`config.mk`:
```
export PLATFORM = sky130hd
export DESIGN_NAME = tree_token_mutex_node
export DESIGN_NICKNAME = d
export VERILOG_FILES = /design/src/rtl/core/tmn_pkg.sv /design/src/rtl/core/tmn_ram.sv /design/src/rtl/core/tmn_front.sv /design/src/rtl/core/tmn_gq.sv /design/src/rtl/core/tmn_back.sv /design/src/rtl/core/tree_token_mutex_node.sv
export SDC_FILE = /design/constraint.sdc
export NUM_CORES = 1
export LEC_CHECK = 0
export BUFFER_PORTS_ARGS = -buffer_cell sky130_fd_sc_hd__buf_2
export CORE_MARGIN = 1.5
export CORE_UTILIZATION = 55
export CTS_CLUSTER_SIZE = 28
export DETAILED_ROUTE_END_ITERATION = 16
export PLACE_DENSITY_LB_ADDON = 0.2
export SETUP_SLACK_MARGIN = 0.2
export SLEW_MARGIN = 15
export SYNTH_ARGS = -nofsm -noshare
export SYNTH_HDL_FRONTEND = slang
export SYNTH_SLANG_ARGS = --single-unit
```
`constraint.sdc`:
```
create_clock -name i_clk -period 14.55 [get_ports i_clk]
set_input_delay 2.1825 -clock i_clk [delete_from_list [all_inputs] [get_ports i_clk]]
set_output_delay 2.1825 -clock i_clk [all_outputs]
set_load 0.02 [all_outputs]
```
`src/rtl/core/tmn_pkg.sv`:
```
`timescale 1ns / 1ps
// Shared types and constants for the tree token mutex node.
package tmn_pkg;

    localparam int ID_W           = 4;
    localparam int NODE_COUNT     = 16;
    localparam int QUEUE_DEPTH_DEF = 16;
    localparam int GQ_DEPTH       = 4;
    localparam int GQ_AW          = 2;
    localparam int GQ_CW          = 3;

    typedef enum logic [1:0] {
        CMD_ENTER   = 2'd0,
        CMD_REQUEST = 2'd1,
        CMD_TOKEN   = 2'd2,
        CMD_EXIT    = 2'd3
    } t_cmd;

    typedef enum logic [1:0] {
        KIND_TOKEN   = 2'd0,
        KIND_REQUEST = 2'd1,
        KIND_GRANT   = 2'd2
    } t_kind;

    typedef enum logic {
        CFG_OWN_ID      = 1'b0,
        CFG_INIT_HOLDER = 1'b1
    } t_cfg_idx;

    typedef struct packed {
        t_kind             kind;
        logic [ID_W-1:0]   target;
    } t_msg;

    // results of one event: slot 0 always used, slot 1 when two is set
    typedef struct packed {
        logic  two;
        logic  ovf;
        t_msg  m0;
        t_msg  m1;
    } t_grp;

endpackage

```
`src/rtl/core/tmn_ram.sv`:
```
`timescale 1ns / 1ps
// Generic single-write, single-read RAM with registered read data.
module tmn_ram #(
    parameter int WIDTH = 4,
    parameter int DEPTH = 16
) (
    input  logic                            i_clk,
    input  logic                            i_we,
    input  logic [$clog2(DEPTH)-1:0]        i_waddr,
    input  logic [WIDTH-1:0]                i_wdata,
    input  logic [$clog2(DEPTH)-1:0]        i_raddr,
    output logic [WIDTH-1:0]                o_rdata
);

    logic [WIDTH-1:0] r_mem [DEPTH];
    logic [WIDTH-1:0] r_rdata;

    always_ff @(posedge i_clk) begin
        if (i_we) begin
            r_mem[i_waddr] <= i_wdata;
        end
        r_rdata <= r_mem[i_raddr];
    end

    assign o_rdata = r_rdata;

endmodule

```
`src/rtl/core/tmn_front.sv`:
```
`timescale 1ns / 1ps
// Event front end: holder/flag state, requester queue, result group build.
module tmn_front #(
    parameter int QUEUE_DEPTH = tmn_pkg::QUEUE_DEPTH_DEF
) (
    input  logic                        i_clk,
    input  logic                        i_rst_n,
    input  logic                        i_cfg_we,
    input  tmn_pkg::t_cfg_idx           i_cfg_idx,
    input  logic [tmn_pkg::ID_W-1:0]    i_cfg_data,
    input  logic                        i_valid,
    input  tmn_pkg::t_cmd               i_cmd,
    input  logic [tmn_pkg::ID_W-1:0]    i_sender,
    output logic                        o_ready,
    input  logic                        i_full,
    output logic                        o_push,
    output tmn_pkg::t_grp               o_grp
);

    localparam int AW    = $clog2(QUEUE_DEPTH);
    localparam int CW    = $clog2(QUEUE_DEPTH + 1);
    localparam int SW    = CW + 1;
    localparam int IDW   = tmn_pkg::ID_W;

    logic [IDW-1:0] r_own, n_own;
    logic [IDW-1:0] r_holder, n_holder;
    logic           r_in_use, n_in_use;
    logic           r_asked, n_asked;
    logic [AW-1:0]  r_head, n_head;
    logic [CW-1:0]  r_count, n_count;
    logic           r_fwd_hit, n_fwd_hit;
    logic [IDW-1:0] r_fwd_data;

    logic           acc, is_push, ignore, full, do_push, dropped;
    logic [IDW-1:0] push_id, ram_q, head_val, holder1, holder2;
    logic           in_use1, in_use2, asked2, asked3, pop, grant, req;
    logic [CW-1:0]  count1, count2;
    logic [AW-1:0]  head2, waddr, raddr, head_inc;
    logic [SW-1:0]  tail_sum;

    assign o_ready = !i_full;
    assign acc     = i_valid && o_ready;

    always_comb begin
        is_push = 1'b0;
        ignore  = 1'b0;
        push_id = r_own;
        unique case (i_cmd)
            tmn_pkg::CMD_ENTER: begin
                is_push = 1'b1;
            end
            tmn_pkg::CMD_REQUEST: begin
                is_push = 1'b1;
                push_id = i_sender;
                ignore  = 32'(i_sender) >= 32'(tmn_pkg::NODE_COUNT);
            end
            tmn_pkg::CMD_TOKEN: begin
            end
            tmn_pkg::CMD_EXIT: begin
            end
            default: begin
            end
        endcase
    end

    assign full     = r_count == CW'(QUEUE_DEPTH);
    assign do_push  = is_push && !full && !ignore;
    assign dropped  = is_push && full;

    assign tail_sum = SW'(r_head) + SW'(r_count);
    assign waddr    = (tail_sum >= SW'(QUEUE_DEPTH)) ? AW'(tail_sum - SW'(QUEUE_DEPTH))
                                                     : AW'(tail_sum);
    assign head_inc = (r_head == AW'(QUEUE_DEPTH - 1)) ? '0 : r_head + 1'b1;

    assign head_val = (r_count == '0) ? push_id : (r_fwd_hit ? r_fwd_data : ram_q);

    assign holder1  = (i_cmd == tmn_pkg::CMD_TOKEN) ? r_own : r_holder;
    assign in_use1  = (i_cmd == tmn_pkg::CMD_EXIT) ? 1'b0 : r_in_use;
    assign count1   = r_count + CW'(do_push);

    assign pop      = holder1 == r_own && !in_use1 && count1 != '0;
    assign grant    = pop && head_val == r_own;
    assign holder2  = pop ? head_val : holder1;
    assign asked2   = pop ? 1'b0 : r_asked;
    assign in_use2  = grant ? 1'b1 : in_use1;
    assign count2   = count1 - CW'(pop);
    assign head2    = pop ? head_inc : r_head;

    assign req      = holder2 != r_own && count2 != '0 && !asked2;
    assign asked3   = req ? 1'b1 : asked2;

    assign raddr    = (acc && !ignore) ? head2 : r_head;

    always_comb begin
        n_own     = r_own;
        n_holder  = r_holder;
        n_in_use  = r_in_use;
        n_asked   = r_asked;
        n_head    = r_head;
        n_count   = r_count;
        if (i_cfg_we) begin
            unique case (i_cfg_idx)
                tmn_pkg::CFG_OWN_ID:      n_own    = i_cfg_data;
                tmn_pkg::CFG_INIT_HOLDER: n_holder = i_cfg_data;
                default: begin
                end
            endcase
        end
        if (acc && !ignore) begin
            n_holder = holder2;
            n_in_use = in_use2;
            n_asked  = asked3;
            n_head   = head2;
            n_count  = count2;
        end
        n_fwd_hit = acc && do_push && waddr == raddr;
    end

    always_ff @(posedge i_clk) begin
        if (!i_rst_n) begin
            r_own     <= '0;
            r_holder  <= '0;
            r_in_use  <= 1'b0;
            r_asked   <= 1'b0;
            r_head    <= '0;
            r_count   <= '0;
            r_fwd_hit <= 1'b0;
        end else begin
            r_own     <= n_own;
            r_holder  <= n_holder;
            r_in_use  <= n_in_use;
            r_asked   <= n_asked;
            r_head    <= n_head;
            r_count   <= n_count;
            r_fwd_hit <= n_fwd_hit;
        end
    end

    always_ff @(posedge i_clk) begin
        r_fwd_data <= push_id;
    end

    tmn_ram #(
        .WIDTH (IDW),
        .DEPTH (QUEUE_DEPTH)
    ) u_req_ram (
        .i_clk   (i_clk),
        .i_we    (acc && do_push),
        .i_waddr (waddr),
        .i_wdata (push_id),
        .i_raddr (raddr),
        .o_rdata (ram_q)
    );

    // pack the event's results; a lone request sits in slot 0
    always_comb begin
        o_grp.ovf       = dropped;
        o_grp.two       = pop && req;
        o_grp.m1.kind   = tmn_pkg::KIND_REQUEST;
        o_grp.m1.target = holder2;
        if (pop) begin
            o_grp.m0.kind   = grant ? tmn_pkg::KIND_GRANT : tmn_pkg::KIND_TOKEN;
            o_grp.m0.target = head_val;
        end else begin
            o_grp.m0.kind   = tmn_pkg::KIND_REQUEST;
            o_grp.m0.target = holder2;
        end
    end

    assign o_push = acc && !ignore && (pop || req);

endmodule

```
`src/rtl/core/tmn_gq.sv`:
```
`timescale 1ns / 1ps
// Short queue of result groups between the front end and the output side.
module tmn_gq (
    input  logic            i_clk,
    input  logic            i_rst_n,
    input  logic            i_push,
    input  tmn_pkg::t_grp   i_grp,
    output logic            o_full,
    input  logic            i_pop,
    output logic            o_empty,
    output tmn_pkg::t_grp   o_grp
);

    localparam int AW = tmn_pkg::GQ_AW;
    localparam int CW = tmn_pkg::GQ_CW;

    tmn_pkg::t_grp  r_mem [tmn_pkg::GQ_DEPTH];
    logic [AW-1:0]  r_wp, n_wp;
    logic [AW-1:0]  r_rp, n_rp;
    logic [CW-1:0]  r_cnt, n_cnt;

    assign o_full  = r_cnt == CW'(tmn_pkg::GQ_DEPTH);
    assign o_empty = r_cnt == '0;
    assign o_grp   = r_mem[r_rp];

    always_comb begin
        n_wp  = i_push ? r_wp + 1'b1 : r_wp;
        n_rp  = i_pop ? r_rp + 1'b1 : r_rp;
        n_cnt = r_cnt + CW'(i_push) - CW'(i_pop);
    end

    always_ff @(posedge i_clk) begin
        if (!i_rst_n) begin
            r_wp  <= '0;
            r_rp  <= '0;
            r_cnt <= '0;
        end else begin
            r_wp  <= n_wp;
            r_rp  <= n_rp;
            r_cnt <= n_cnt;
        end
    end

    always_ff @(posedge i_clk) begin
        if (i_push) begin
            r_mem[r_wp] <= i_grp;
        end
    end

endmodule

```
`src/rtl/core/tmn_back.sv`:
```
`timescale 1ns / 1ps
// Output side: splits each result group into one or two beats.
module tmn_back (
    input  logic                        i_clk,
    input  logic                        i_rst_n,
    input  logic                        i_empty,
    input  tmn_pkg::t_grp               i_grp,
    output logic                        o_pop,
    output logic                        o_m_tvalid,
    input  logic                        i_m_tready,
    output logic [7:0]                  o_m_tdata,
    output logic [1:0]                  o_m_tuser,
    output logic                        o_m_tlast
);

    logic          r_sel, n_sel;
    logic          beat;
    tmn_pkg::t_msg msg;

    assign o_m_tvalid = !i_empty;
    assign beat       = o_m_tvalid && i_m_tready;
    assign msg        = r_sel ? i_grp.m1 : i_grp.m0;

    assign o_m_tdata  = {3'b000, i_grp.ovf, msg.target};
    assign o_m_tuser  = msg.kind;
    assign o_m_tlast  = r_sel || !i_grp.two;
    assign o_pop      = beat && o_m_tlast;

    always_comb begin
        n_sel = r_sel;
        if (beat) begin
            n_sel = !o_m_tlast;
        end
    end

    always_ff @(posedge i_clk) begin
        if (!i_rst_n) begin
            r_sel <= 1'b0;
        end else begin
            r_sel <= n_sel;
        end
    end

endmodule

```
`src/rtl/core/tree_token_mutex_node.sv`:
```
`timescale 1ns / 1ps
// Tree token mutex node top level: event stream in, message stream out.
// Throughput: one event per cycle while the result-group queue has room;
// an event giving two messages occupies the output for two beats.
// The first message of an event is offered from the result-group queue once earlier groups have left it.
// Reset (sync, active low): flags, counts and holder cleared; the requester
// RAM is not cleared and needs no clearing pass.
module tree_token_mutex_node #(
    parameter int QUEUE_DEPTH = tmn_pkg::QUEUE_DEPTH_DEF
) (
    input  logic                        i_clk,
    input  logic                        i_rst_n,
    input  logic                        i_cfg_we,
    input  logic                        i_cfg_idx,
    input  logic [tmn_pkg::ID_W-1:0]    i_cfg_data,
    input  logic                        i_s_tvalid,
    output logic                        o_s_tready,
    input  logic [7:0]                  i_s_tdata,  // [3:0] sender_id
    input  logic [1:0]                  i_s_tuser,  // [1:0] command
    output logic                        o_m_tvalid,
    input  logic                        i_m_tready,
    output logic [7:0]                  o_m_tdata,  // [3:0] target_id, [4] overflow
    output logic [1:0]                  o_m_tuser,  // [1:0] msg_kind
    output logic                        o_m_tlast
);

    logic          gq_full, gq_empty, gq_push, gq_pop;
    tmn_pkg::t_grp grp_in, grp_out;
    logic [3:0]    unused_pad;

    assign unused_pad = i_s_tdata[7:4];

    tmn_front #(
        .QUEUE_DEPTH (QUEUE_DEPTH)
    ) u_front (
        .i_clk      (i_clk),
        .i_rst_n    (i_rst_n),
        .i_cfg_we   (i_cfg_we),
        .i_cfg_idx  (tmn_pkg::t_cfg_idx'(i_cfg_idx)),
        .i_cfg_data (i_cfg_data),
        .i_valid    (i_s_tvalid),
        .i_cmd      (tmn_pkg::t_cmd'(i_s_tuser)),
        .i_sender   (i_s_tdata[3:0]),
        .o_ready    (o_s_tready),
        .i_full     (gq_full),
        .o_push     (gq_push),
        .o_grp      (grp_in)
    );

    tmn_gq u_gq (
        .i_clk   (i_clk),
        .i_rst_n (i_rst_n),
        .i_push  (gq_push),
        .i_grp   (grp_in),
        .o_full  (gq_full),
        .i_pop   (gq_pop),
        .o_empty (gq_empty),
        .o_grp   (grp_out)
    );

    tmn_back u_back (
        .i_clk      (i_clk),
        .i_rst_n    (i_rst_n),
        .i_empty    (gq_empty),
        .i_grp      (grp_out),
        .o_pop      (gq_pop),
        .o_m_tvalid (o_m_tvalid),
        .i_m_tready (i_m_tready),
        .o_m_tdata  (o_m_tdata),
        .o_m_tuser  (o_m_tuser),
        .o_m_tlast  (o_m_tlast)
    );

endmodule

```
# Word-level counts from Yosys, hierarchy flattened

Memories as Yosys holds them, arrays and structs flattened. A register that Yosys moved wholly into a read port is not among the register bits.
Index checks and enable logic that the tools add are counted.

Register bits after elaboration: 32
Memories kept: 2
Input bits: 20
Bits in latches: 0
Memory bits (writable): 112
Word-level logic and storage cells: 94
ROM bits: 0
Output and inout bits: 13

Memories:

| memory                  | depth | width | rd ports | clocked after memory_dff | write ports | line          | text |
|---|---|---|---|---|---|---|---|
| u_front.u_req_ram.r_mem | 16    | 4     | 1        | 1                        | 1           | tmn_ram.sv:15 | `logic [WIDTH-1:0] r_mem [DEPTH];` |
| u_gq.r_mem              | 4     | 12    | 1        | 1                        | 1           | tmn_gq.sv:17  | `tmn_pkg::t_grp r_mem [tmn_pkg::GQ_DEPTH];` |

Reduce and logical (&&, ||, !) cells: 33
Div/mod/pow operators: 0
Bitwise gates (word level): 1
Mux-type cells: 26
Eq/ne operators: 10
$add $sub $neg: 9
Multiply operators: 0
Shift-type cells: 0
Magnitude comparators: 1

Operators with widths:

| kind                                                                                | number |
|---|---|
| 4-bit two-way mux                                                                   | 12 |
| 1-bit logical AND                                                                   | 14 |
| 4-bit == test                                                                       | 3 |
| 6-bit two-way mux                                                                   | 2 |
| 5-bit nonzero test                                                                  | 2 |
| 1-bit two-way mux                                                                   | 9 |
| 1-bit zero test                                                                     | 7 |
| 4-bit by 5-bit adder with 6-bit output                                              | 1 |
| 6-bit by 5-bit greater-or-equal comparator with 1-bit output, second input constant | 1 |
| 2-bit two-way mux                                                                   | 3 |
| 5-bit by 1-bit adder with 5-bit output                                              | 1 |
| 5-bit == test, second input constant                                                | 1 |
| 5-bit zero test                                                                     | 1 |
| 5-bit by 1-bit subtractor with 5-bit output                                         | 1 |
| 2-bit by 1-bit adder with 2-bit output, second input constant                       | 2 |
| 4-bit by 1-bit adder with 4-bit output, second input constant                       | 1 |
| 2-bit == test, second input constant                                                | 2 |
| 4-bit == test, second input constant                                                | 1 |
| 4-bit != test                                                                       | 1 |
| 2-bit AND reduction                                                                 | 2 |
| 2-bit nonzero test                                                                  | 2 |
| 4-bit by 1-bit subtractor with 4-bit output, second input constant                  | 1 |
| 3-bit by 1-bit adder with 3-bit output                                              | 1 |
| 3-bit == test, second input constant                                                | 1 |
| 7 further kinds                                                                     | 8 |

# Logic depth before layout (Yosys ltp)

Word-level depth: 15
Mapped depth: 22
Gate-level depth less buffers: 20

# Cells and area by module

Synthesis repeated with hierarchy kept, for this count alone.

Cell total of the unflattened synthesis: 527
Area total of the unflattened synthesis: 7,419.6 µm²

Modules (own cells, without submodules):

| module    | sequential area each (µm²) | times used | cells an instance | area each (µm²) |
|---|---|---|---|---|
| tmn_ram   | 2,001.9                    | 1          | 130               | 2,666.3 |
| tmn_gq    | 1,861.8                    | 1          | 116               | 2,491.1 |
| tmn_front | 480.5                      | 1          | 261               | 2,067.0 |
| tmn_back  | 20.0                       | 1          | 20                | 195.2 |

# Least setup slack after synthesis

OpenSTA, ideal clock, no wires.

Kind: in2reg
Start point: input i_s_tuser[1]
End point: register u_gq.r_cnt[1]
Required time: 14.435 ns
Buffers on the path: 1
Stages on the path: 19
Slack: 8.509 ns
Data arrival time: 5.926 ns
Setup time: 0.115 ns
Cells stage by stage: a21oi_1 -> ha_1 -> ha_1 -> nand2_1 -> a2111oi_4 -> a21oi_2 -> and2_1 -> buf_6 -> ha_1 -> ha_1 -> nand3_1 -> o21ai_0 -> o21ai_0 -> xor2_1 -> o31ai_1 -> a21oi_1 -> ha_1 -> fa_1 -> and2_1

Cells in the longest elaborated chain, start to end: 15
Elaborated cells on any way between the ends: 29
Classes of those cells: add/sub (4); eq/ne (5); mux (7); reduce/logical (13)

RTL lines:

| what                                                                                    | line                             | text |
|---|---|---|
| start, declared                                                                         | tree_token_mutex_node.sv:19      | `input logic [1:0] i_s_tuser,` |
| 2-bit by 1-bit == test with 1-bit output / 2-bit zero test (equally long branches)      | tmn_front.sv:48                  | `unique case (i_cmd)` |
| 2-bit OR reduction (no line)                                                            | n/a                              |  |
| 1-bit two-way mux                                                                       | tmn_front.sv:48                  |  |
| 1-bit logical AND                                                                       | tmn_front.sv:67                  | `assign do_push = is_push && !full && !ignore;` |
| 5-bit by 1-bit adder with 5-bit output                                                  | tmn_front.sv:79                  | `assign count1 = r_count + CW'(do_push);` |
| 5-bit nonzero test                                                                      | tmn_front.sv:81                  | `assign pop = holder1 == r_own && !in_use1 && count1 != '0;` |
| 1-bit logical AND                                                                       | tmn_front.sv:81                  |  |
| 5-bit by 1-bit subtractor with 5-bit output / 4-bit two-way mux (equally long branches) | tmn_front.sv:86, tmn_front.sv:83 |  |
| 5-bit nonzero test / 4-bit != test (equally long branches)                              | tmn_front.sv:89                  | `assign req = holder2 != r_own && count2 != '0 && !asked2;` |
| 1-bit logical AND (2 in a row)                                                          | tmn_front.sv:89                  |  |
| 1-bit logical OR *                                                                      | tmn_front.sv:170                 | `assign o_push = acc && !ignore && (pop \|\| req);` |
| 1-bit logical AND *                                                                     | tmn_front.sv:170                 |  |
| via gq_push                                                                             | tree_token_mutex_node.sv:27      | `logic gq_full, gq_empty, gq_push, gq_pop;` |
| 3-bit by 1-bit adder with 3-bit output *                                                | tmn_gq.sv:29                     | `n_cnt = r_cnt + CW'(i_push) - CW'(i_pop);` |
| 3-bit by 1-bit subtractor with 3-bit output *                                           | tmn_gq.sv:29                     |  |
| via u_gq.n_cnt[1]                                                                       | tmn_gq.sv:20                     | `logic [CW-1:0] r_cnt, n_cnt;` |
| end signal, assigned                                                                    | tmn_gq.sv:40                     | `r_cnt <= n_cnt;` |
| end, declared                                                                           | tmn_gq.sv:20                     |  |

Mark *: on every way through the listed nets, which the timed path passes. The rest lies on a longest branch.
A chain may end at the register's enable or synchronous reset.

# Worst setup path after layout

Start point: input i_s_tuser[1]
End point: memory u_gq.r_mem[3][5] (netlist name), enable pin

Cells in the longest elaborated chain, start to end: 15
Elaborated cells on any way between the ends: 29
Classes of those cells: add/sub (2); eq/ne (5); mux (9); reduce/logical (13)

RTL lines:

| what                                                                                    | line                             | text |
|---|---|---|
| 2-bit by 1-bit == test with 1-bit output / 2-bit zero test (equally long branches)      | tmn_front.sv:48                  |  |
| 2-bit OR reduction (no line)                                                            | n/a                              |  |
| 1-bit two-way mux                                                                       | tmn_front.sv:48                  |  |
| 1-bit logical AND                                                                       | tmn_front.sv:67                  |  |
| 5-bit by 1-bit adder with 5-bit output                                                  | tmn_front.sv:79                  |  |
| 5-bit nonzero test                                                                      | tmn_front.sv:81                  |  |
| 1-bit logical AND                                                                       | tmn_front.sv:81                  |  |
| 5-bit by 1-bit subtractor with 5-bit output / 4-bit two-way mux (equally long branches) | tmn_front.sv:86, tmn_front.sv:83 |  |
| 5-bit nonzero test / 4-bit != test (equally long branches)                              | tmn_front.sv:89                  |  |
| 1-bit logical AND (2 in a row)                                                          | tmn_front.sv:89                  |  |
| 1-bit logical OR *                                                                      | tmn_front.sv:170                 |  |
| 1-bit logical AND *                                                                     | tmn_front.sv:170                 |  |
| via gq_push                                                                             | tree_token_mutex_node.sv:27      |  |
| 1-bit two-way mux *                                                                     | tmn_gq.sv:45                     | `if (i_push) begin` |
| 1-bit two-way mux (not written as such) *                                               | tmn_gq.sv:46                     | `r_mem[r_wp] <= i_grp;` |
| end, declared                                                                           | tmn_gq.sv:17                     |  |

Marks and branches as above.

==> results_dict.tcl <==
set metrics [dict create \
    outcome "completed" \
    endpoint_kind "flop" \
    multi_input_area_mm2 0.00249 \
    skew_ns 0.0129 \
    synth_edf_count 112 \
    first_iter_violations 282 \
    coreArea_mm2 0.0121 \
    die_w_um 114 \
    reg2reg_slack_ns 9.16 \
    grt_use_total_pct 21.3 \
    wl_per_cell_um 18.3 \
    initial_core_util_pct 56.4 \
    area_growth_pct 11.8 \
    finalMaxSlewViolations 0 \
    cts-root-buf "clkbuf_16" \
    synth_seq_cells 150 \
    crit_fanout 12 \
    cts_tree "done" \
    dp.cells 656 \
    synth_top_family_by_area "multiplexers" \
    timing.rr.start "u_front.r_count[1]$_SDFFE_PN0P_" \
    yosysTopAreaCellShare_pct 49.4 \
    grt_pass1_wl_um 20400 \
    vdd_drop_max_mv 0.103 \
    period_share_pct 45.1 \
    worstPathCellList "buf_2 -> a21oi_1 -> ha_1 -> ha_1 -> nand2_1 -> a2111oi_4 -> a21oi_2 -> and2_1 -> ha_1 -> ha_1 -> nand3_1 -> o21ai_0 -> o21ai_0 -> xor2_1 -> o31ai_1 -> a21oi_1 -> and2_1" \
    finalSetupTns_ns 0 \
    num_rows 40 \
    synthAdderAreaFrac_pct 3.16 \
    cap_viol_max_count 0 \
    rr_endpoint "u_gq.r_mem[3][5]$_DFFE_PP_" \
    path_depth 17 \
    grt_max_degree 35 \
    dr.pass1.iters 4 \
    cts_buffers 17 \
    ys_seq_area_share_pct 60.6 \
    drive_above_1_share_pct 18.8 \
    yosys.area.top_type "edfxtp_1" \
    grt_pass1_vias 3949 \
    holdCritPathClass "reg -> reg" \
    synth_compound_area_share_pct 5.31 \
    synth-xor-area-share_pct 3.47 \
    syn_area_mm2 0.00681 \
    synth.area.top_cells "edfxtp_1, dfxtp_1, mux4_2" \
    clock_sinks 150 \
    holdPathEnd "u_front.r_asked$_SDFFE_PN0P_" \
    place.gp.congestion 0.847 \
    synthCells 484 \
    holdPathStages 2 \
    antennaDiodeCount 0 \
    register_area_mm2 0.00412 \
    worst_pin_slew_ns 0.846 \
    yosys_warnings 0 \
    hold_buffers 0 \
    drtAntennaViolNets 0 \
    htree_levels 4 \
    die_h_um 114 \
    worstPathArrival_ns 6.61 \
    antenna_found_initial 0 \
    hold_violations 0 \
    slew_headroom_pct 43.5 \
    fin_cells 688 \
    clock_latency_ns 0.42 \
    clkTransAtPathRegs_ns 0.06 \
    fin_util_pct 63.1 \
    p_leak_uw 0.00274 \
    layout.nets 543 \
    gr-total-overflow 0 \
    drt_wl_total_um 12600 \
    setup_ws_ns 7.99 \
    clockBufferDepth 2 \
    postSynthAreaPerCell_um2 14.1 \
    cp_slowest_cell "and2_1" \
    preCtsSetupSlack_ns 7.55 \
    vias 3826 \
    synth_ff_type "edfxtp_1" \
    worstHoldStart "u_front.r_asked$_SDFFE_PN0P_" \
    viasPerCell 5.56 \
    path_class "in -> reg" \
    crit_family "compound AO/OA/AOI/OAI gates" \
    crit_top_cell "ha_1" \
    hpwl_um 8670 \
    io_buffer_count 25 \
    synth-async-reset-ratio_pct 0 \
    cp_num_buf_inv 1 \
    cp.required_ns 14.60 \
    fill_cells 887 \
    setup_viol 0 \
    rsz0062_at_grt "false" \
    start_kind "input port" \
    yosysUniqueCellTypes 54 \
    period_needed_ns 6.56 \
    critPathMaxStageDelay_ns 0.64 \
    synthMuxAreaShare_pct 14.8 \
    drc_errors 0 \
    synthSimpleGateAreaFrac_pct 9.73 \
    cts_resized 0 \
    die_area_mm2 0.0130 \
    p_per_area_mw_per_mm2 204 \
    reg2regPathDepth 17 \
    fmax_ghz 0.152 \
    ios 33 \
    post_cts_buffers 0 \
    power_uw 1550 \
]
cells by family (layout without fill, tap and decap cells):
group	after synthesis	in the layout
AO/OA/AOI/OAI	45	45
XOR/XNOR	27	27
AND/OR/NAND/NOR	133	133
multiplexers	75	75
adder cells (fa/ha/maj)	16	16
buffers and inverters	37	71
flip-flops	150	150
other	1	3
Yosys cell counts, types with 2 or more instances:
master      n
ha_1       14
a21oi_1     5
xnor2_1    16
and2_1     18
fa_1        2
nand2_1    45
inv_1      12
a32oi_1     2
edfxtp_1  112
xor2_1     11
a21boi_0    5
nor2b_1    11
o21ai_0    12
mux2_2     14
nor4_1      2
nor2_1     21
buf_4       3
mux4_2     19
a221oi_1    2
dfxtp_1    38
o211a_1     6
buf_6       6
nand2b_1    4
clkbuf_1   12
nand3_1    12
nand4_1     7
or3_1       3
mux2i_1    42
nor3_1      3
power breakdown:
group	switching, uW	internal, uW
registers	41.7	555
logic	298	214
clock network	173	271
worst reg2reg max path: cells and delay by family, from the launching register on:
kind	cells	cell delay, ns
compound gates	7	1.75
xor+xnor	1	0.24
fa+ha+maj	4	1.19
flops	1	0.54
simple gates	5	1.30
cell type report:
cell class              instances  share of cell area (%)
well taps                     168                    2.76
repair buffers                 25                    1.64
flip-flops and latches        150                    54.2
clock buffers                  18                    5.64
inverters                      14                   0.691
clock inverters                14                    2.30
multi-input cells             299                    32.8
sequential cells by signal, summed over array words and instances (netlist names), named ones only:
| register | cells |
|---|---|
| u_gq.r_cnt | 3 |
| u_front.r_own | 4 |
| u_front.r_head | 4 |
| u_front.r_holder | 4 |
| u_gq.r_rp | 2 |
| u_front.u_req_ram.o_rdata | 4 |
| u_front.r_asked | 1 |
| u_front.r_count | 5 |
| u_front.u_req_ram.r_mem | 64 |
| u_front.r_fwd_data | 4 |
| u_back.r_sel | 1 |
| u_front.r_in_use | 1 |
| u_gq.r_wp | 2 |
| u_gq.r_mem | 48 |
| u_front.r_fwd_hit | 1 |
placed cells by master (no fill, tap or decap), types with 2 or more instances in the layout:
cell and instances:
edfxtp_1 112, nand2_1 45, mux2i_1 42, dfxtp_1 38, buf_2 25, nor2_1 21
mux4_2 19, and2_1 18, clkbuf_16 17, xnor2_1 16, mux2_2 14, ha_1 14
inv_1 12, nand3_1 12, o21ai_0 12, nor2b_1 11, xor2_1 11, nand4_1 7
o211a_1 6, a21oi_1 5, a21boi_0 5, nand2b_1 4, clkinv_4 4, nor3_1 3
or3_1 3, conb_1 3, bufinv_16 3, clkinvlp_4 3, a32oi_1 2, nor4_1 2
a221oi_1 2, fa_1 2, clkinv_2 2, inv_6 2
metal layers:
metal  part of all wire [%]  GRT usage (%)  up-vias
met5                      0              0        -
met4                    1.4           7.75        0
met2                     51           36.2       86
met1                     44           26.0     1886
li1                       -              -     1839
met3                    4.1           6.19       15
how the worst max path moves through the flow:
stage | slack, ns | start | endpoint
6_report | 7.99 | i_s_tuser[1] | u_gq.r_mem[3][5]$_DFFE_PP_
5_1_grt | 7.61 | i_s_tuser[1] | u_gq.r_mem[3][0]$_DFFE_PP_
3_5_place_dp | 7.55 | i_s_tuser[1] | u_gq.r_mem[3][4]$_DFFE_PP_
2_1_floorplan | 8.51 | i_s_tuser[1] | u_gq.r_cnt[1]$_SDFF_PN0_
4_1_cts | 8.00 | i_s_tuser[1] | u_gq.r_mem[3][0]$_DFFE_PP_
3_3_place_gp | 7.77 | i_s_tuser[1] | u_gq.r_mem[0][6]$_DFFE_PP_
stage by stage:
step                area (um^2)  hold WS [ns]
finish                     7610         0.526
global route               7610         0.572
floorplan                  6810         0.477
CTS                        7610         0.526
detailed placement         7000         0.509
global placement           7000         0.491
No activity file was read; power rests on OpenSTA's default activity.
